==> src/rtl/lkdf_pkg.sv <==
// Shared types, constants and weight table of the dense optical flow block.
// Used by lkdf_div and lucas_kanade_dense_flow_unit; no dependencies.
`default_nettype none
package lkdf_pkg;

	// window geometry
	localparam int RADIUS   = 2;
	localparam int TAPS_1D  = 2 * RADIUS + 1;
	localparam int NROWS    = 2 * RADIUS + 3;
	localparam int DMAX     = 2 * RADIUS * RADIUS;
	localparam int TAP_W    = $clog2(TAPS_1D);
	localparam int SLOT_W   = $clog2(NROWS);
	localparam int DW       = $clog2(DMAX + 1);

	localparam int MAX_WIDTH_DEF = 1024;
	localparam int WIDTH_CAP     = 1024;
	localparam int HEIGHT_CAP    = 4096;

	// field and register widths
	localparam int PIX_W  = 8;
	localparam int ROW_W  = 12;
	localparam int COL_W  = 10;
	localparam int FW_W   = 11;
	localparam int FH_W   = 13;
	localparam int CFG_W  = 13;
	localparam int CIDX_W = 1;
	localparam int FLOW_W = 16;
	localparam int WT_W   = 16;

	// datapath widths
	localparam int GRAD_W = PIX_W + 1;
	localparam int SQ_W   = 2 * GRAD_W;
	localparam int WP_W   = 34;
	localparam int SUM_W  = 38;
	localparam int SHIFT  = 12;
	localparam int SC_W   = SUM_W - SHIFT;
	localparam int PROD_W = 2 * SC_W;
	localparam int N_W    = PROD_W + 1;
	localparam int DEN_W  = N_W - 1;
	localparam int MAG_W  = N_W + 1;
	localparam int QUO_W  = FLOW_W - 1;
	localparam int DIV_W  = DEN_W + QUO_W - 1;
	localparam int CNT_W  = $clog2(QUO_W + 1);

	localparam logic [FLOW_W-1:0] FLOW_SAT_POS = 16'h7FFF;
	localparam logic [FLOW_W-1:0] FLOW_SAT_NEG = 16'h8000;

	// register indexes
	localparam logic [CIDX_W-1:0] CFG_FRAME_WIDTH  = 1'b0;
	localparam logic [CIDX_W-1:0] CFG_FRAME_HEIGHT = 1'b1;

	// read slots per window tap
	localparam logic [2:0] SUB_CTR = 3'd0;
	localparam logic [2:0] SUB_XP  = 3'd1;
	localparam logic [2:0] SUB_XM  = 3'd2;
	localparam logic [2:0] SUB_YP  = 3'd3;
	localparam logic [2:0] SUB_YM  = 3'd4;

	// Gaussian weights in Q0.16 by squared distance, for a radius of two
	localparam logic [WT_W-1:0] WTAB [0:DMAX] = '{
		16'd65535, 16'd57835, 16'd51039, 16'd45042, 16'd39750,
		16'd35079, 16'd30957, 16'd27319, 16'd24109
	};

	typedef enum logic [3:0] {
		ST_IDLE,
		ST_TAPS,
		ST_DRAIN,
		ST_SCALE,
		ST_MUL,
		ST_MULW,
		ST_CHECK,
		ST_DIVU,
		ST_DIVV,
		ST_OUT
	} lkdf_state_t;

	typedef struct packed {
		logic                  start;
		logic signed [N_W-1:0] num;
		logic [DEN_W-1:0]      den;
	} lkdf_div_req_t;

	typedef struct packed {
		logic              done;
		logic [FLOW_W-1:0] quo;
	} lkdf_div_rsp_t;

	// weight of the tap at window indexes (dxi, dyi)
	function automatic logic [WT_W-1:0] weight_at(input logic [TAP_W-1:0] dxi,
			input logic [TAP_W-1:0] dyi);
		logic signed [TAP_W:0] dx;
		logic signed [TAP_W:0] dy;
		logic [DW-1:0]         d;
		dx = $signed({1'b0, dxi}) - (TAP_W + 1)'(RADIUS);
		dy = $signed({1'b0, dyi}) - (TAP_W + 1)'(RADIUS);
		d  = DW'(dx * dx + dy * dy);
		return WTAB[d];
	endfunction

endpackage
`default_nettype wire

==> src/rtl/lkdf_div.sv <==
// Serial divider: flow = -512 * num / den, truncated toward zero, saturated.
// Depends on lkdf_pkg; one quotient bit per cycle.
`default_nettype none
module lkdf_div (
	input  wire logic                    clk,
	input  wire logic                    arst_n,
	input  wire lkdf_pkg::lkdf_div_req_t req,
	output lkdf_pkg::lkdf_div_rsp_t      rsp
);
	import lkdf_pkg::*;

	logic             busy_q;
	logic             done_q;
	logic [CNT_W-1:0] cnt_q;
	logic [DIV_W-1:0] rem_q;
	logic [DIV_W-1:0] dd_q;
	logic [QUO_W-1:0] quo_q;
	logic             sat_q;
	logic             neg_q;

	logic [N_W-1:0]   abs_num;
	logic [MAG_W-1:0] mag;
	logic             ge;

	// magnitude of twice the numerator
	always_comb begin
		abs_num = req.num[N_W-1] ? N_W'(-req.num) : N_W'(req.num);
		mag     = {abs_num, 1'b0};
		ge      = rem_q >= dd_q;
	end

	// control
	always_ff @(posedge clk or negedge arst_n) begin
		if (!arst_n) begin
			busy_q <= 1'b0;
			done_q <= 1'b0;
			cnt_q  <= '0;
		end else begin
			done_q <= 1'b0;
			if (req.start) begin
				busy_q <= 1'b1;
				cnt_q  <= CNT_W'(QUO_W);
			end else if (busy_q) begin
				cnt_q <= cnt_q - 1'b1;
				if (cnt_q == CNT_W'(1)) begin
					busy_q <= 1'b0;
					done_q <= 1'b1;
				end
			end
		end
	end

	// restoring division of mag*256 by den, divisor shifted down each step
	always_ff @(posedge clk) begin
		if (req.start) begin
			rem_q <= DIV_W'({mag, 8'd0});
			dd_q  <= DIV_W'({req.den, {(QUO_W - 1){1'b0}}});
			quo_q <= '0;
			sat_q <= DIV_W'(mag) >= DIV_W'({req.den, 7'd0});
			neg_q <= !req.num[N_W-1] && (req.num != '0);
		end else if (busy_q) begin
			if (ge) begin
				rem_q <= rem_q - dd_q;
			end
			quo_q <= {quo_q[QUO_W-2:0], ge};
			dd_q  <= dd_q >> 1;
		end
	end

	// sign and saturation
	always_comb begin
		rsp.done = done_q;
		if (sat_q) begin
			rsp.quo = neg_q ? FLOW_SAT_NEG : FLOW_SAT_POS;
		end else if (neg_q) begin
			rsp.quo = FLOW_W'(-{1'b0, quo_q});
		end else begin
			rsp.quo = {1'b0, quo_q};
		end
	end

endmodule
`default_nettype wire

==> config.mk <==
export PLATFORM = sky130hd
export DESIGN_NAME = lkdf_div
export DESIGN_NICKNAME = d
export VERILOG_FILES = /design/src/rtl/lkdf_pkg.sv /design/src/rtl/lkdf_div.sv
export SDC_FILE = /design/constraint.sdc
export NUM_CORES = 1
export LEC_CHECK = 0
export BUFFER_PORTS_ARGS = -buffer_cell sky130_fd_sc_hd__buf_2
export CAP_MARGIN = 20
export CORE_MARGIN = 2
export CORE_UTILIZATION = 40
export CTS_CLUSTER_DIAMETER = 40
export CTS_CLUSTER_SIZE = 16
export DETAILED_ROUTE_END_ITERATION = 16
export PLACE_DENSITY = 0.64
export RECOVER_POWER = 25
export SLEW_MARGIN = 10
export SYNTH_ARGS = -nofsm -noshare
export SYNTH_HDL_FRONTEND = slang
export SYNTH_SLANG_ARGS = --single-unit
==> constraint.sdc <==
create_clock -name clk -period 9.08 [get_ports clk]
set_input_delay 0.454 -clock clk [delete_from_list [all_inputs] [get_ports clk]]
set_output_delay 0.454 -clock clk [all_outputs]
set_load 0.02 [all_outputs]
## Yosys cells after proc, flatten, opt, wreduce, memory -nomap -nowiden

Cells that the tools add are included.

- Word-level logic and storage cells: 41
- Input port bits: 108
- Register bits: 155
- Output and inout port bits: 17

- Magnitude comparators: 2
- Multiplexer cells: 17
- Reduce and logical (&&, ||, !) cells: 7
- Add/sub/neg operators: 4
- Eq/ne operators: 1

Operators with widths:

| kind | number |
|---|---|
| 62-bit two-way mux | 3 |
| 66-bit two-way mux | 2 |
| 66-bit greater-or-equal comparator | 1 |
| 66-bit subtractor | 1 |
| 54-bit by 59-bit greater-or-equal comparator with 1-bit output | 1 |
| 53-bit two-way mux | 1 |
| 53-bit negation | 1 |
| 53-bit nonzero test | 1 |
| 16-bit two-way mux | 3 |
| 15-bit negation with 16-bit output | 1 |
| 4-bit two-way mux | 2 |
| 1-bit two-way mux | 6 |
| 4-bit by 1-bit equality test with 1-bit output (second input constant) | 1 |
| 2-bit AND reduction | 2 |
| 2-bit nonzero test | 2 |
| 4-bit by 1-bit subtractor with 4-bit output (second input constant) | 1 |
| 1-bit logical AND | 1 |
| 1-bit zero test | 1 |

## Depth between registers and ports, before layout

- Depth in word-level cells: 4
- Mapped depth: 21
- Mapped depth without buffers: 21

## Least setup slack after synthesis

No wires, ideal clock.

- Path type: input -> register
- Start point: input req[65] (netlist name)
- End point: register sat_q, data pin
- Library setup time: 0.255 ns
- Required time: 8.825 ns
- Arrival: 4.886 ns
- Stages: 20
- Path buffers: 0
- Path slack: 3.939 ns
- Cell sequence: or4_4 > or3_4 > or4_4 > or3_4 > nand2b_4 > or3_1 > or4_4 > nand2_1 > xnor2_1 > ha_1 > a21o_1 > a21o_1 > a21o_1 > a21o_1 > a21oi_1 > nor2b_1 > o211ai_1 > o211ai_1 > a21oi_1 > nor3_1

- Longest elaborated chain between the ends: 3

RTL lines:

| element | RTL line | RTL |
|---|---|---|
| start, declared | lkdf_div.sv:7 | `input wire lkdf_pkg::lkdf_div_req_t req,` |
| 53-bit negation | lkdf_div.sv:27 | `abs_num = req.num[N_W-1] ? N_W'(-req.num) : N_W'(req.num);` |
| 53-bit two-way mux (*) | lkdf_div.sv:27 |  |
| 54-bit by 59-bit greater-or-equal comparator with 1-bit output (*) | lkdf_div.sv:59 | `sat_q <= DIV_W'(mag) >= DIV_W'({req.den, 7'd0});` |
| end signal, assigned | lkdf_div.sv:59 |  |
| end, declared | lkdf_div.sv:18 | `logic sat_q;` |

Every way passes the cells marked *; elsewhere a longest branch is shown, timed or not.
A chain may end at the register's enable or synchronous reset.

==> out/metrics.cfg <==
[route]
first_pass_iters = 6
antenna_violating_nets_post_route = 0
drt_iter0_markers = 957
viasPerCell = 5.57
vias = 11700
drc = 0
wl_per_cell_um = 17.6
wl_um = 37000

[clock_network]
clockBufferDepth = 2
clkSlewWorstSetupHoldPaths_ps = 70
numCtsBuffers = 17
cts_tree = done
worstSkewPairLatency_ps = 450
clock-root-buffer = clkbuf_16
htree_num_levels = 4
clkSinkCount = 155

[global_routing]
grt_max_degree = 87
antenna_found_initial = 3
grt_pass1_wl_um = 59400
grtUsageTotal = 0.221
grt_remaining_overflow = 0
grt_pass1_vias = 11300

[critical_path]
crit_required_ps = 9260
crit_type = input port to register
crit_path_end_kind = register
cp-start-kind = input port
cp_max_fo = 86
cp.arrival_ps = 6190

[synthesis]
syn_avg_cell_area_um2 = 8.33
synth_nets = 1801
ys_types = 66
ys_warn_count = 0
async_flop_share = 0.0387
synth-seq-cells = 155
seq_area_frac_synth = 0.321
syn-instance-count = 1574
synth_common_cells = nand2_1 (215), inv_1 (134), o21ai_0 (119)
synth_top_area_frac = 0.245
netlist_area_um2 = 13100
synth_top_area_cell = edfxtp_1
yosysMostFrequentCell = nand2_1
synth_edf_count = 107
synth.area.top_cells = edfxtp_1 (25%), ha_1 (11%), dfxtp_1 (6.4%)
synth_flop_cell = edfxtp_1

[cells_and_area]
fin_util = 0.454
area_growth_pct = 12.2
nets = 1877
num-fill-cells = 3265
layout-drive-gt1-share = 0.111

[sta]
max_freq_mhz = 166
timing.hold.ws_ps = 294
drv_slew = 275
setup_tns_ps = 0
slew_headroom = -1.68
rsz0062_at_grt = no
finalSetupViolations = 0
finClkSkew_ps = 12.5
fin_crit_sh = 0.662
finalHoldViolCount = 0
tightest_slew_ps = 4020
final.min_clock_period_ps = 6010
fin_ws_ps = 3070

[flow_run]
drv_cap = 4

[worst_hold_path]
min_path_type = input port to register

[placement]
dp_slack_ps = 2900
port_buffers = 124
hpwl_um = 28200
place.gp.congestion = 0.911

[floorplan]
design.core.area_um2 = 32400
rows = 66
initial_core_util = 0.405
die_y_um = 185
dieArea_um2 = 34200
fp.dieW_um = 185
io_pins = 125

[power_and_ir_drop]
p_leak_nw = 6.75
peakVddDrop_mv = 0.163
p_per_area_nw_per_um2 = 282

[run_status]
violations = max-capacitance violations, max-slew violations
status = complete, but fails checks

[cell families after synthesis]
family	Yosys count	synth area share
simple gates	475	0.168
buf+inv	210	0.0604
xor+xnor	117	0.0782
mux	37	0.0283
flops	155	0.321
fa+ha+maj	119	0.114
compound gates	461	0.230
[cells in the final DEF (no fill, tap or decap), types with 41 or more instances in the layout]
cell / netlist / layout
a21o_1: 68 / 68
a21oi_1: 100 / 100
buf_2: 0 / 121
dfxtp_1: 42 / 42
edfxtp_1: 107 / 107
ha_1: 118 / 118
inv_1: 134 / 134
nand2_1: 215 / 214
nor2_1: 102 / 101
o21ai_0: 119 / 119
o31ai_1: 41 / 41
xnor2_1: 96 / 96
[layout make-up]
type	count	area (µm²)	area share
antenna	2	5.00	0.000340
clock buffer	20	489	0.0333
tap	442	553	0.0376
timing repair buffer	133	676	0.0459
multi-input combinational	1209	8140	0.553
clock inverter	12	143	0.00970
sequential	155	4210	0.286
inverter	134	503	0.0342
[repair_timing]
item,4_1_cts,5_1_grt
setup endpoints to repair,0,0
endpoints found under the hold margin,6,0
hold buffers,1,0
setup buffers,0,0
resized for setup,0,0
[worst paths after layout]
path / start / endpoint / cells past startpoint / slack, ps
min in group asynchronous: arst_n / busy_q / 2 / 410
min reg2reg: rem_q[0] / rem_q[0] / 2 / 460
min: req[23] / dd_q[37] / 3 / 290
max reg2reg: dd_q[14] / rem_q[61] / 14 / 3930
max: req[105] / quo_q[0] / 4 / 3070
max in group asynchronous: arst_n / busy_q / 2 / 8400
[power by group]
part | total [W] | internal [W] | switching [W]
clock | 0.000781 | 0.000453 | 0.000328
sequential | 0.00103 | 0.000965 | 0.0000701
combinational | 0.00233 | 0.000918 | 0.00141
[stage by stage]
step / total power [W] / std cells / instance area, µm²
2_1_floorplan: 0.00277 / 1574 / 13100
3_3_place_gp: 0.00332 / 2072 / 14100
3_5_place_dp: 0.00333 / 2072 / 14100
4_1_cts: 0.00413 / 2105 / 14700
5_1_grt: 0.00445 / 2106 / 14700
6_report: 0.00414 / 2107 / 14700
[critical path, cell delays in order]
cell and delay [ps]:
clkbuf_1 2780, or2_2 400, clkbuf_1 2240, o22ai_1 250
[registers in the layout, summed over array words and instances (netlist names)]
name    cells
done_q      1
neg_q       1
dd_q       66
rem_q      66
sat_q       1
cnt_q       4
quo_q      15
busy_q      1
[layer usage]
| metal | global-route usage | vias to the layer above | routed length, µm |
|---|---|---|---|
| met2 | 0.346 | 360 | 16400 |
| met4 | 0.0914 | 2 | 1210 |
| li1 | - | 5810 | - |
| met5 | 0 | - | 11 |
| met1 | 0.304 | 5505 | 17500 |
| met3 | 0.0332 | 66 | 1930 |
Note: power is estimated with default switching activity, not from simulation.
